**config.mk**
```make
export PLATFORM = sky130hd
export DESIGN_NAME = hrs_front
export DESIGN_NICKNAME = d
export VERILOG_FILES = /design/src/design/histogram_rejection_sampler_assert.svh /design/src/design/hrs_pkg.sv /design/src/design/hrs_front.sv
export SDC_FILE = /design/constraint.sdc
export NUM_CORES = 1
export LEC_CHECK = 0
export ABC_AREA = 1
export CAP_MARGIN = 20
export CORE_MARGIN = 5
export CORE_UTILIZATION = 55
export CTS_CLUSTER_DIAMETER = 40
export DETAILED_ROUTE_END_ITERATION = 6
export DONT_BUFFER_PORTS = 1
export GPL_TIMING_DRIVEN = 0
export HOLD_SLACK_MARGIN = 0.08
export PLACE_DENSITY = 0.85
export SLEW_MARGIN = 5
export SYNTH_ARGS = -nofsm -noshare
export SYNTH_HDL_FRONTEND = slang
export SYNTH_SLANG_ARGS = --single-unit
```
**constraint.sdc**
```tcl
create_clock -name clk -period 6.51 [get_ports clk]
set_input_delay 0.3255 -clock clk [delete_from_list [all_inputs] [get_ports clk]]
set_output_delay 0.3255 -clock clk [all_outputs]
set_load 0.05 [all_outputs]
```
**src/design/histogram_rejection_sampler_assert.svh**
```systemverilog
`ifndef HISTOGRAM_REJECTION_SAMPLER_ASSERT_SVH
`define HISTOGRAM_REJECTION_SAMPLER_ASSERT_SVH

// same-cycle implication
`define HRS_ASSERT_IMP(label, clk, rst, cond, prop) \
  label: assert property (@(posedge clk) disable iff (rst) (cond) |-> (prop)) \
    else $error("histogram sampler check failed");

// next-cycle implication
`define HRS_ASSERT_NEXT(label, clk, rst, cond, prop) \
  label: assert property (@(posedge clk) disable iff (rst) (cond) |=> (prop)) \
    else $error("histogram sampler check failed");

`endif

```
**src/design/hrs_pkg.sv**
```systemverilog
package hrs_pkg;

  localparam int BIN_COUNT    = 64;
  localparam int COUNT_BITS   = 24;
  localparam int IDX_BITS     = 6;
  localparam int VALUE_BITS   = 32;
  localparam int FRAC_BITS    = 32;
  localparam int OFF_BITS     = VALUE_BITS + IDX_BITS;
  localparam int TOP_BITS     = OFF_BITS + 1;
  localparam int SPAN_HI_BITS = TOP_BITS - VALUE_BITS;
  localparam int HGT_BITS     = COUNT_BITS + FRAC_BITS;
  localparam int SWEEP_BITS   = $clog2(BIN_COUNT + 2);
  localparam int QUEUE_DEPTH  = 2;
  localparam int QPTR_BITS    = 1;
  localparam int CFG_IDX_BITS = 1;
  localparam int S_TDATA_BITS = 128;
  localparam int M_TDATA_BITS = 40;
  localparam int M_PAD_BITS   = M_TDATA_BITS - IDX_BITS - VALUE_BITS;

  localparam logic [CFG_IDX_BITS-1:0] REG_FIRST_EDGE = 1'b0;
  localparam logic [CFG_IDX_BITS-1:0] REG_BIN_WIDTH  = 1'b1;

  typedef enum logic {
    KIND_LOAD = 1'b0,
    KIND_DRAW = 1'b1
  } kind_t;

  typedef struct packed {
    kind_t                 kind;
    logic [IDX_BITS-1:0]   idx;
    logic [COUNT_BITS-1:0] cnt;
    logic [VALUE_BITS-1:0] limit;
    logic [FRAC_BITS-1:0]  rpos;
    logic [FRAC_BITS-1:0]  rhgt;
  } item_t;

  typedef struct packed {
    logic                  busy;
    logic [VALUE_BITS-1:0] fe;
    logic [VALUE_BITS-1:0] bw;
    logic [TOP_BITS-1:0]   top;
  } geom_t;

  typedef logic [BIN_COUNT-1:0][OFF_BITS-1:0] edges_t;

endpackage

```
**src/design/hrs_front.sv**
```systemverilog
module hrs_front (
  input  logic                                clk,
  input  logic                                rst,
  input  logic                                s_tvalid,
  output logic                                s_tready,
  // bin_index, bin_count, lower_limit, rand_position, rand_height, zero pad
  input  logic [hrs_pkg::S_TDATA_BITS-1:0]    s_tdata,
  // action
  input  logic                                s_tuser,
  input  logic                                busy,
  output logic                                q_valid,
  input  logic                                q_ready,
  output hrs_pkg::item_t                      q_item
);

  hrs_pkg::item_t                     item_in;
  hrs_pkg::item_t                     q_mem [hrs_pkg::QUEUE_DEPTH];
  logic [hrs_pkg::QPTR_BITS-1:0]      wptr;
  logic [hrs_pkg::QPTR_BITS-1:0]      rptr;
  logic [hrs_pkg::QPTR_BITS:0]        fill;
  logic                               keep;
  logic                               push;
  logic                               pop;

  always_comb begin
    item_in.kind  = hrs_pkg::kind_t'(s_tuser);
    item_in.idx   = s_tdata[5:0];
    item_in.cnt   = s_tdata[6 +: hrs_pkg::COUNT_BITS];
    item_in.limit = s_tdata[61:30];
    item_in.rpos  = s_tdata[93:62];
    item_in.rhgt  = s_tdata[125:94];
  end

  // loads outside the histogram are dropped here
  assign keep = (item_in.kind == hrs_pkg::KIND_DRAW) ||
                ({1'b0, item_in.idx} < (hrs_pkg::IDX_BITS+1)'(hrs_pkg::BIN_COUNT));

  assign s_tready = !busy && (fill != (hrs_pkg::QPTR_BITS+1)'(hrs_pkg::QUEUE_DEPTH));
  assign push     = s_tvalid && s_tready && keep;
  assign q_valid  = fill != '0;
  assign pop      = q_valid && q_ready;
  assign q_item   = q_mem[rptr];

  always_ff @(posedge clk) begin
    if (rst) begin
      wptr <= '0;
      rptr <= '0;
      fill <= '0;
    end else begin
      if (push) wptr <= wptr + 1'b1;
      if (pop)  rptr <= rptr + 1'b1;
      if (push && !pop)      fill <= fill + 1'b1;
      else if (pop && !push) fill <= fill - 1'b1;
    end
  end

  always_ff @(posedge clk) begin
    if (push) q_mem[wptr] <= item_in;
  end

endmodule

```
== After elaboration in Yosys (flattened, before gate mapping) ==
Memory sizes are Yosys's and may differ from the RTL's. A register that Yosys moved wholly into a read port is not among the register bits.
Index checks and enable logic that the tools add are counted.

* Register bits after elaboration: 4
* Latch bits: 0
* Bits in writable memories: 254
* Memory bits (read-only): 0
* Input port bits: 134
* Output and inout port bits: 129
* Memories kept: 1

* Add/sub/neg operators: 4
* $mul: 0
* Div/mod/pow operators: 0
* Magnitude comparators: 0
* Eq/ne operators: 1
* Shift operators: 0
* Multiplexer cells: 6
* Bitwise gates (word level): 0
* Reductions and logical operators: 10

{| class="wikitable"
|+ Memories
! name !! words !! width !! read ports !! clocked after Yosys merged registers in !! wr ports !! line !! text
|-
| q_mem || 2 || 127 || 1 || 1 || 1 || hrs_front.sv:17 || <nowiki>hrs_pkg::item_t q_mem [hrs_pkg::QUEUE_DEPTH];</nowiki>
|}

{| class="wikitable"
|+ Operator list
! operator !! count
|-
| $logic_and 1x1->1 || 5
|-
| $mux 1 || 4
|-
| $mux 2 || 2
|-
| $reduce_bool 2->1 || 2
|-
| $logic_not 1->1 || 3
|-
| $add 1x1->1 const B || 2
|-
| $add 2x1->2 const B || 1
|-
| $ne 2x2->1 const B || 1
|-
| $sub 2x1->2 const B || 1
|}

== Depth between registers and ports, before layout ==
Gate-level depths: netlist of the first run.

* Depth after elaboration: 7
* Gate-level depth with buffers: 11
* Gate-level depth less buffers: 11

== Worst setup path before layout of the first run ==
No wires, ideal clock.

* Path type: register to register
* From: register fill[0] (netlist name)
* To: memory q_mem[0][0] (netlist name) (enable)
* Arrival: 5.847 ns
* Setup slack: 0.048 ns
* Cell stages (with the launch flop): 5
* Buffers on the path: 0
* Period minus slack after synthesis: 6.462 ns
* Cell sequence: dfxtp_1 inv_1 nand2_1 nand3_1 nor2_1

* Longest elaborated chain between the ends: 5

{| class="wikitable"
|+ RTL lines
! item !! line !! text
|-
| from (decl) || hrs_front.sv:20 || <nowiki>logic [hrs_pkg::QPTR_BITS:0] fill;</nowiki>
|-
| from (signal assigned) || hrs_front.sv:52 || <nowiki>if (push && !pop) fill <= fill + 1'b1;</nowiki>
|-
| from (signal assigned) || hrs_front.sv:53 || <nowiki>else if (pop && !push) fill <= fill - 1'b1;</nowiki>
|-
| $ne 2x2->1 || hrs_front.sv:38 || <nowiki>assign s_tready = !busy && (fill != (hrs_pkg::QPTR_BITS+1)'(hrs_pkg::QUEUE_DEPTH));</nowiki>
|-
| $logic_and 1x1->1 || hrs_front.sv:38 ||
|-
| $logic_and 1x1->1 || hrs_front.sv:39 || <nowiki>assign push = s_tvalid && s_tready && keep;</nowiki>
|-
| $mux 1 || hrs_front.sv:58 || <nowiki>if (push) q_mem[wptr] <= item_in;</nowiki>
|-
| $mux 1 (not written as such) || hrs_front.sv:58 ||
|-
| to (decl) || hrs_front.sv:17 ||
|}

Every way passes these cells.

==> results of run 1 <==
cells by family after synthesis:
logic type	count (synthesis)
buf+inv	24
simple gates	20
mux	127
fa+ha+maj	1
compound gates	4
flops	259
layout make-up:
type,instances,area (sq um)
clock inverter,16,166
clock buffer,36,752
tap,225,282
multi-input combinational,152,1670
sequential,259,7730
buffer,14,101
fill,1001,4930
inverter,10,42.5
timing repair buffer,135,1450
power groups by stage:
stage | combinational [mW] | sequential, mW | clock, mW
2_1_floorplan | 0.842 | 2.01 | 0
3_3_place_gp | 0.923 | 2.02 | 0
3_5_place_dp | 0.963 | 2.00 | 0
4_1_cts | 1.04 | 1.97 | 1.54
5_1_grt | 1.08 | 1.98 | 1.63
6_report | 1.04 | 1.97 | 1.52
worst max-delay path, cell delays in order (launching register included):
cell	delay (ns)
dfxtp_1	0.32
buf_6	0.16
buf_2	0.38
mux2_2	0.52
metrics by stage:
step	power [mW]	hold slack, ns	cell area (sq um)	setup TNS [ns]	std cells
after global routing	4.69	0.180	12200	0	847
after global placement	2.95	0.398	9810	-262.69	660
after detailed placement	2.97	0.407	9980	0	666
after floorplan	2.85	0.397	9530	0	435
final	4.53	0.183	12200	0	847
after CTS	4.55	0.136	12200	0	847
final timing paths:
check	end	slack (ns)	depth (start not counted)
min	fill[0]	0.18	3
max reg2reg	q_mem[0][87]	4.38	7
max	q_item[14]	4.28	3
min reg2reg	rptr	0.62	2
cells in the mapped netlist, types with 2 or more instances:
master / instances
inv_1: 10
buf_6: 5
nor2_1: 5
edfxtp_1: 254
nand3_1: 3
nand4_1: 2
mux2_2: 97
a21oi_1: 3
nand2_1: 10
dfxtp_1: 5
buf_2: 9
mux2_4: 30
metal layers:
| layer | GRT usage, % | share of wire (%) | vias up |
|---|---|---|---|
| li1 | - | - | 2052 |
| met1 | 22.7 | 36 | 2279 |
| met2 | 35.2 | 53 | 224 |
| met3 | 5.63 | 8.4 | 34 |
| met4 | 5.25 | 1.9 | 0 |
| met5 | 0 | 0 | - |
timing repair:
item | in CTS | in global routing
setup buffers | 0 | 0
endpoints found under the hold margin | 259 | 0
hold buffers | 129 | 0
resized for setup | 0 | 0
sequential cells by signal, summed over array words and instances, names as in the netlist, named ones only:
name and flops:
rptr 1, wptr 1, fill 2, q_mem 254
==> out/qor.yml, run 1 <==
final_antenna_net_count: 0
ys_types: 14
crit_type: "register to output port"
hold_class: "input pin to register"
synthSimpleGateAreaFrac_pct: 0.880
setup_viol_count_final: 0
outcome: "complete, no violations"
setup_slack_ns: 4.28
cts_root_buffer: "clkbuf_16"
critPathRequiredTime_ns: 6.18
synthXorXnorAreaFrac_pct: 0
diodes: 0
yosysTopAreaCellShare_pct: 80.1
area_growth_pct: 27.9
dp_hpwl_microns: 12300
dieArea_sq_mm: 0.0201
overflow: 0
power.leakage_nw: 4.16
grt_antenna_before_repair: 0
ios: 263
cts_buffers: 28
cap_violations: 0
clkPwrFrac_pct: 33.6
yosysWarnings: 0
clockBufferDepth: 3
cts_max_level: 1
synthArstFlopShare_pct: 0
numPortBuffers: 0
dp_slack_ns: 4.38
post_drt_via_cell_ratio: 5.42
hold_start: "q_ready"
post-route-min-period_ns: 2.23
drive_above_1_share_pct: 30.5
synth_adder_area_share_pct: 0.131
layout_commonest_cell: "edfxtp_1"
final_cell_mix: "edfxtp_1, dlygate4sd3_1, mux2_2, mux2_4, clkbuf_16"
synth_compound_area_share_pct: 0.210
max_freq_mhz: 449
final_nets: 735
p_sw_mw: 1.40
path_clk_slew_ns: 0.06
worstReg2RegStart: "fill[0]"
start_kind: "register"
period_share_pct: 34.2
drt_iter0_drc: 183
syn-cell-area_sq_mm: 0.00953
ir_worst_vdd_v: 0.000298
die_w_microns: 142
p_seq_share_pct: 43.4
intPower_mw: 3.13
finalClockSkew_ns: 0.0112
drt_pass1_iterations: 4
globalplace.congestion: 0.739
powerDensity_mw_per_mm2: 372
die_h_microns: 142
hold_viol: 0
relSlewSlack_pct: 27.7
clkLatencyLatePin_ns: 0.51
start_util_pct: 55.7
grt_max_degree: 82
syn_inst: 435
grt_pass1_vias: 5121
rows: 48
tightest_slew_ns: 1.09
ys_seq_area_share_pct: 81.1
avgSynthCellArea_sq_um: 21.9
vias: 4589
slew_violations: 0
crit_path_end_kind: "output port"
synthFlopType: "edfxtp_1"
rsz0062_at_grt: "no"
track_usage_pct: 19.4
worst-path-max-fanout: 10
drc: 0
drt-total-wl_microns: 19800
postLayoutCoreUtil_pct: 71.2
synth_mux_area_share_pct: 16.2
synth-edff-count: 254
worstPathArrival_ns: 1.90
routedWlPerCell_microns: 23.4
synth_top_family_by_area: "multiplexers"
p_comb_share_pct: 23.0
switching_share_pct: 30.9
cts_tree: "done"
core_area_sq_mm: 0.0171
grt_pass1_wl_microns: 29700
ys_ff_latch: 259
synth_area_leader_cell: "edfxtp_1"
cts_num_sinks: 259
netlist_top_cells_area: "edfxtp_1, mux2_2, mux2_4"
synth_fp_nets: 570
Note: power is estimated with default switching activity, not from simulation.
==> inputs of run 2 (changes only) <==
--- a/config.mk
+++ b/config.mk
@@ -5,7 +5,7 @@
 export SDC_FILE = /design/constraint.sdc
 export NUM_CORES = 1
 export LEC_CHECK = 0
-export ABC_AREA = 1
+export ABC_AREA = 0
 export CAP_MARGIN = 20
 export CORE_MARGIN = 5
 export CORE_UTILIZATION = 55
@@ -14,7 +14,7 @@
 export DONT_BUFFER_PORTS = 1
 export GPL_TIMING_DRIVEN = 0
 export HOLD_SLACK_MARGIN = 0.08
-export PLACE_DENSITY = 0.85
+export PLACE_DENSITY = 0.82
 export SLEW_MARGIN = 5
 export SYNTH_ARGS = -nofsm -noshare
 export SYNTH_HDL_FRONTEND = slang
==> constraint.sdc (replaced) <==
create_clock -name clk -period 2.15 [get_ports clk]
set_input_delay 0.1075 -clock clk [delete_from_list [all_inputs] [get_ports clk]]
set_output_delay 0.1075 -clock clk [all_outputs]
set_load 0.05 [all_outputs]
==> run 2 against run 1 <==
Net effect: setup slack got worse by 4.1 ns; cell area rose by 1.1%; first-iteration DRC count fell by 3.8%; highest routed layer unchanged; largest power group unchanged.
==> out/qor.yml, run 2 <==
hold_depth: 1  # -2
yosysTopAreaCellShare_pct: 80.2  # +0.095 points
dp_hpwl_microns: 12100  # -1.2%
cts_tree: "done"
cts_max_level: 1  # unchanged
cpPeakStageDelay_ns: 0.41  # -0.11 ns
overflow: 0  # unchanged
final_nets: 731  # -0.54%
track_usage_pct: 19.2  # -0.19 points
cts_num_sinks: 259  # unchanged
final_antenna_net_count: 0  # unchanged
die_w_microns: 142  # about the same
slew_violations: 0  # unchanged
vias: 4538  # -1.1%
numPortBuffers: 0  # unchanged
core_area_sq_mm: 0.0171  # unchanged
dp_slack_ns: -0.175  # -4.55 ns
routedWlPerCell_microns: 23.7  # +1.4%
syn-cell-area_sq_mm: 0.00951  # -0.12%
path_clk_slew_ns: 0.06  # about the same
critPathRequiredTime_ns: 2.34  # -3.84 ns
clockBufferDepth: 3  # unchanged
crit_chain: "nor2b_4, nor3b_4, nor2b_4, buf_16, buf_12"
yosysMostFrequentCell: "edfxtp_1"
max_freq_mhz: 498
drive_above_1_share_pct: 33.5  # +2.9 points
cp_common_cell: "nor2b_4"
synth_area_leader_cell: "edfxtp_1"
ys_seq_area_share_pct: 81.2  # +0.096 points
drt_iter0_drc: 176  # -3.8%
worst-path-max-fanout: 33  # +23
dpl_cell_area_sq_mm: 0.00993  # -0.49%
drt-total-wl_microns: 20000  # +1.1%
clkLatencyLatePin_ns: 0.52  # about the same
ios: 263  # unchanged
drc: 0  # unchanged
ir_worst_vdd_v: 0.000926  # +210%
reg2reg_depth: 5  # -2
netlist_top_cells_area: "edfxtp_1, mux2_2, mux2_4"
final_area_sq_mm: 0.0123  # +1.1%
start_util_pct: 55.6  # -0.066 points
globalplace.congestion: 0.733  # -0.76%
finalClockSkew_ns: 0.0220  # +0.0108 ns
area_growth_pct: 29.5
crit_path_end_kind: "register"
top_regs: "q_mem (254), fill (2)"
grt_antenna_before_repair: 1  # +1
start_kind: "register"
outcome: "complete, no violations"
relSlewSlack_pct: 39.6  # +12 points
yosysWarnings: 0  # unchanged
top_register: "q_mem"
cap_violations: 0  # unchanged
synth-edff-count: 254  # unchanged
powerDensity_mw_per_mm2: 1320  # +250%
hold_viol: 0  # unchanged
worstPathArrival_ns: 2.20  # +0.30 ns
synthTopCellsByCount: "edfxtp_1, mux2_2, mux2_4"
hold_class: "input pin to register"
ys_types: 18  # +4
cts_buffers: 29  # +3.6%
rsz0062_at_grt: "no"
cts_root_buffer: "clkbuf_16"
synthArstFlopShare_pct: 0  # unchanged
grt_pass1_wl_microns: 29400  # -1.1%
syn_inst: 420  # -3.4%
synth_fp_nets: 555  # -2.6%
setup_slack_ns: 0.144  # -4.14 ns
drt_pass1_iterations: 4  # unchanged
ys_ff_latch: 259  # unchanged
post-route-min-period_ns: 2.01
final_cell_mix: "edfxtp_1, dlygate4sd3_1, mux2_2, mux2_4, clkbuf_16"
power.leakage_nw: 4.21  # +1.2%
setup_viol_count_final: 0  # unchanged
avgSynthCellArea_sq_um: 22.7  # +3.4%
tightest_slew_ns: 0.903  # -0.185 ns
grt_max_degree: 67  # -18%
slowest_stage: "nor3b_4"
largest_reg_flops: 254  # unchanged
fin_tns_setup_ns: 0  # unchanged
crit_type: "register to register"
period_share_pct: 93.3
dieArea_sq_mm: 0.0200  # -0.11%
synthFlopType: "edfxtp_1"
layout_commonest_cell: "edfxtp_1"
post_drt_via_cell_ratio: 5.38  # -0.76%
die_h_microns: 142  # about the same
grt_pass1_vias: 5095  # -0.51%
rows: 48  # unchanged
-- run 2: changes by cell type after synthesis, moves of 2 or more --
| cell | before | now |
|---|---|---|
| xor2_1 | 0 | 3 |
| a21oi_1 | 3 | 1 |
| nand2_1 | 10 | 0 |
| nor2b_1 | 0 | 2 |
| nand3_1 | 3 | 0 |
| nand4_1 | 2 | 0 |
| inv_1 | 10 | 0 |
-- run 2: report_power, final --
part	switching [mW]	leakage (nW)	internal, mW
clock network	1.90	0.490	3.12
registers	0.138	2.37	6.01
logic	3.70	1.35	1.36
-- run 2: layer usage --
metal | up-vias | GRT usage (%) | share of wire, %
li1 | 2028 | - | -
met1 | 2247 | 22.1 | 37
met5 | - | 0 | 0
met2 | 223 | 34.9 | 53
met4 | 0 | 5.40 | 2.3
met3 | 40 | 5.73 | 8.5
-- run 2: worst max-delay path, delay by kind of cell, from the launching register on --
kind	cells	cell delay, ns
buffers and inverters	2	0.41
flip-flops	1	0.35
AND/OR/NAND/NOR	3	0.90
-- run 2: worst paths after layout --
path                 from      endpoint  slack [ns]
min          s_tdata[122]  q_mem[0][28]        0.24
max               fill[1]  q_mem[0][49]        0.14
min reg2reg          rptr      register        0.55
max reg2reg       fill[1]  q_mem[0][49]        0.14
-- run 2: repair_timing --
action	CTS	global route
hold endpoints to repair	260	0
setup buffers	5	1
resized for setup	0	1
pin swaps	1	1
gates cloned	0	2
endpoints found under the setup margin	99	66
hold buffers	132	0
-- run 2: final cells by class --
| type | count | area [sq um] |
|---|---|---|
| multi-input combinational | 149 | 1720 |
| sequential | 259 | 7730 |
| antenna | 1 | 2.50 |
| clock buffer | 34 | 744 |
| clock inverter | 19 | 264 |
| timing repair buffer | 143 | 1480 |
| buffer | 14 | 101 |
| tap | 225 | 282 |
| fill | 982 | 4790 |
-- run 2: logic make-up (layout without fill, tap and decap cells) --
group,after synthesis,after routing,share of synthesized area (%)
buffers and inverters,14,210,1.07
other,0,1,0
adders and majority gates,1,1,0.131
and+or+nand+nor,12,14,0.816
muxes,128,128,16.3
DFF,259,259,81.2
AOI/OAI and AO/OA,3,3,0.158
xor gates and xnor gates,3,3,0.276
-- run 2: per-stage QoR --
stage | total power [mW] | util, % | instances | hold slack [ns]
2_1_floorplan | 10.5 | - | 420 | 0.169
3_3_place_gp | 10.9 | 57.3 | 645 | 0.173
3_5_place_dp | 11.0 | 58.0 | 650 | 0.172
4_1_cts | 16.3 | 71.8 | 840 | 0.210
5_1_grt | 16.8 | 72.0 | 844 | 0.225
6_report | 16.2 | 72.0 | 844 | 0.237
==> inputs of run 3 (changes only) <==
--- a/config.mk
+++ b/config.mk
@@ -6,15 +6,15 @@
 export NUM_CORES = 1
 export LEC_CHECK = 0
 export ABC_AREA = 0
+export BUFFER_PORTS_ARGS = -buffer_cell sky130_fd_sc_hd__buf_2
 export CAP_MARGIN = 20
 export CORE_MARGIN = 5
-export CORE_UTILIZATION = 55
-export CTS_CLUSTER_DIAMETER = 40
+export CORE_UTILIZATION = 52
+export CTS_CLUSTER_DIAMETER = 60
 export DETAILED_ROUTE_END_ITERATION = 6
-export DONT_BUFFER_PORTS = 1
 export GPL_TIMING_DRIVEN = 0
 export HOLD_SLACK_MARGIN = 0.08
-export PLACE_DENSITY = 0.82
+export PLACE_DENSITY = 0.91
 export SLEW_MARGIN = 5
 export SYNTH_ARGS = -nofsm -noshare
 export SYNTH_HDL_FRONTEND = slang
==> run 3 against run 2 <==
Net effect: combinational power is 13% higher; setup slack worse by 0.048 ns; global-route usage is 1.2 points higher; cell area is 9.3% higher; clock-buffer cell count is 4 lower.
==> out/qor.yml, run 3 (synthesized netlist as in run 2, its figures left out) <==
outcome: "complete, no violations"
layout_commonest_cell: "buf_2"
track_usage_pct: 20.4  # +1.2 points
final_nets: 982  # +34%
dp_hpwl_microns: 12900  # +6.2%
overflow: 0  # unchanged
cts_resized: 0  # unchanged
globalplace.congestion: 0.728  # -0.76%
hold_class: "input pin to register"
powerDensity_mw_per_mm2: 1220  # -7.6%
hold_viol: 0  # unchanged
drc: 0  # unchanged
clockBufferDepth: 3  # unchanged
n_fill_cell: 966  # -1.6%
crit_path_end_kind: "output port"
routedWlPerCell_microns: 20.6  # -13%
post-route-min-period_ns: 2.05  # +0.0481 ns
finalClockSkew_ns: 0.0163  # -0.00573 ns
grt_max_degree: 65  # -3.0%
top_register: "q_mem"
vias: 5619  # +24%
worstPathArrival_ns: 1.95  # -0.25 ns
crit_type: "register to output port"
grt_antenna_before_repair: 3  # +2
fin_tns_setup_ns: 0  # unchanged
slew_violations: 0  # unchanged
dieArea_sq_mm: 0.0211  # +5.4%
period_share_pct: 95.6  # +2.2 points
cts_max_level: 1  # unchanged
final_cell_mix: "buf_2, edfxtp_1, dlygate4sd3_1, mux2_2, mux2_4"
regArea_sq_mm: 0.00773  # unchanged
top_regs: "q_mem (254), fill (2)"
largest_reg_flops: 254  # unchanged
cts_root_buffer: "clkbuf_16"
cts_num_sinks: 259  # unchanged
ir_worst_vdd_v: 0.000838  # -9.5%
cts_tree: "done"
multi_input_area_sq_mm: 0.00170  # -0.95%
numPortBuffers: 260  # +260
area_growth_pct: 41.5
critPathRequiredTime_ns: 2.04  # -0.30 ns
post_drt_via_cell_ratio: 5.12  # -4.8%
rsz0062_at_grt: "no"
power.leakage_nw: 5.14  # +22%
drive_above_1_share_pct: 52.3  # +19 points
die_w_microns: 145  # +2.6%
worst-path-max-fanout: 10  # -70%
cts_buffers: 26  # -10%
drt_pass1_iterations: 5  # +1
setup_slack_ns: 0.0955  # -0.0481 ns
dpl_cell_area_sq_mm: 0.0113  # +13%
cap_violations: 0  # unchanged
relSlewSlack_pct: 74.5  # +35 points
p_total_mw: 16.4  # +0.92%
final_area_sq_mm: 0.0135  # +9.3%
final_antenna_net_count: 0  # unchanged
reg2reg_depth: 5  # unchanged
start_util_pct: 53.0  # -2.6 points
dp_slack_ns: -0.0620  # +0.113 ns
postLayoutCoreUtil_pct: 74.9  # +3.0 points
die_h_microns: 145  # +2.6%
drt-total-wl_microns: 22600  # +13%
max_freq_mhz: 487  # -2.3%
hold_depth: 3  # +2
core_area_sq_mm: 0.0180  # +4.9%
tightest_slew_ns: 0.378  # -0.525 ns
clkLatencyLatePin_ns: 0.51  # about the same
grt_pass1_vias: 6253  # +23%
grt_pass1_wl_microns: 34400  # +17%
ios: 263  # unchanged
path_clk_slew_ns: 0.06  # about the same
drt_iter0_drc: 256  # +45%
rows: 49  # +2.1%
setup_viol_count_final: 0  # unchanged
start_kind: "register"
[run 3: routing by layer]
layer / part of all wire [%] / vias up / GRT usage [%] / routed length [microns]
met3: 6.4 / 60 / 4.46 / 1440
met1: 36 / 2739 / 23.7 / 8140
met5: 0 / - / 0 / 0
met2: 54 / 288 / 37.3 / 12200
met4: 3.7 / 0 / 7.23 / 832
li1: - / 2532 / - / -
[run 3: layout make-up]
class                           count  share of cell area, %
Antenna cell                        4                 0.0744
Buffer                             14                  0.753
Clock buffer                       30                   5.10
Clock inverter                     16                   1.31
Multi-Input combinational cell    147                   12.6
Sequential cell                   259                   57.4
Tap cell                          229                   2.13
Timing Repair Buffer              399                   20.6
[run 3: path summary, 6_finish.rpt]
| check | start | end | slack [ns] |
|---|---|---|---|
| max reg2reg | fill[1] | q_mem[0][104] | 0.26 |
| min reg2reg | rptr | register | 0.53 |
| max | register | q_item[103] | 0.1 |
| min | s_tvalid | q_mem[1][18] | 0.28 |
[run 3: metrics by stage]
step / hold WS, ns / std cells
2_1_floorplan: 0.169 / 420
3_3_place_gp: 0.295 / 909
3_5_place_dp: 0.299 / 915
4_1_cts: 0.248 / 1094
5_1_grt: 0.275 / 1097
6_report: 0.276 / 1098
[run 3: worst max-delay path, cell delays in order, from the launching register on]
cell,delay [ns]
dfxtp_1,0.32
buf_6,0.17
buf_6,0.18
buf_6,0.21
mux2_4,0.33
buf_2,0.21
[run 3: power breakdown]
group	internal [mW]	leakage (nW)	switching, mW
logic	1.81	2.35	3.89
clock network	2.75	0.416	1.78
registers	6.01	2.37	0.132
total	10.6	5.14	5.80
[run 3: timing repair]
action                                 4_1_cts  5_1_grt
endpoints found under the hold margin      259        0
hold buffers                               131        0
setup endpoints to repair                   64        0
buffers inserted                             2        0
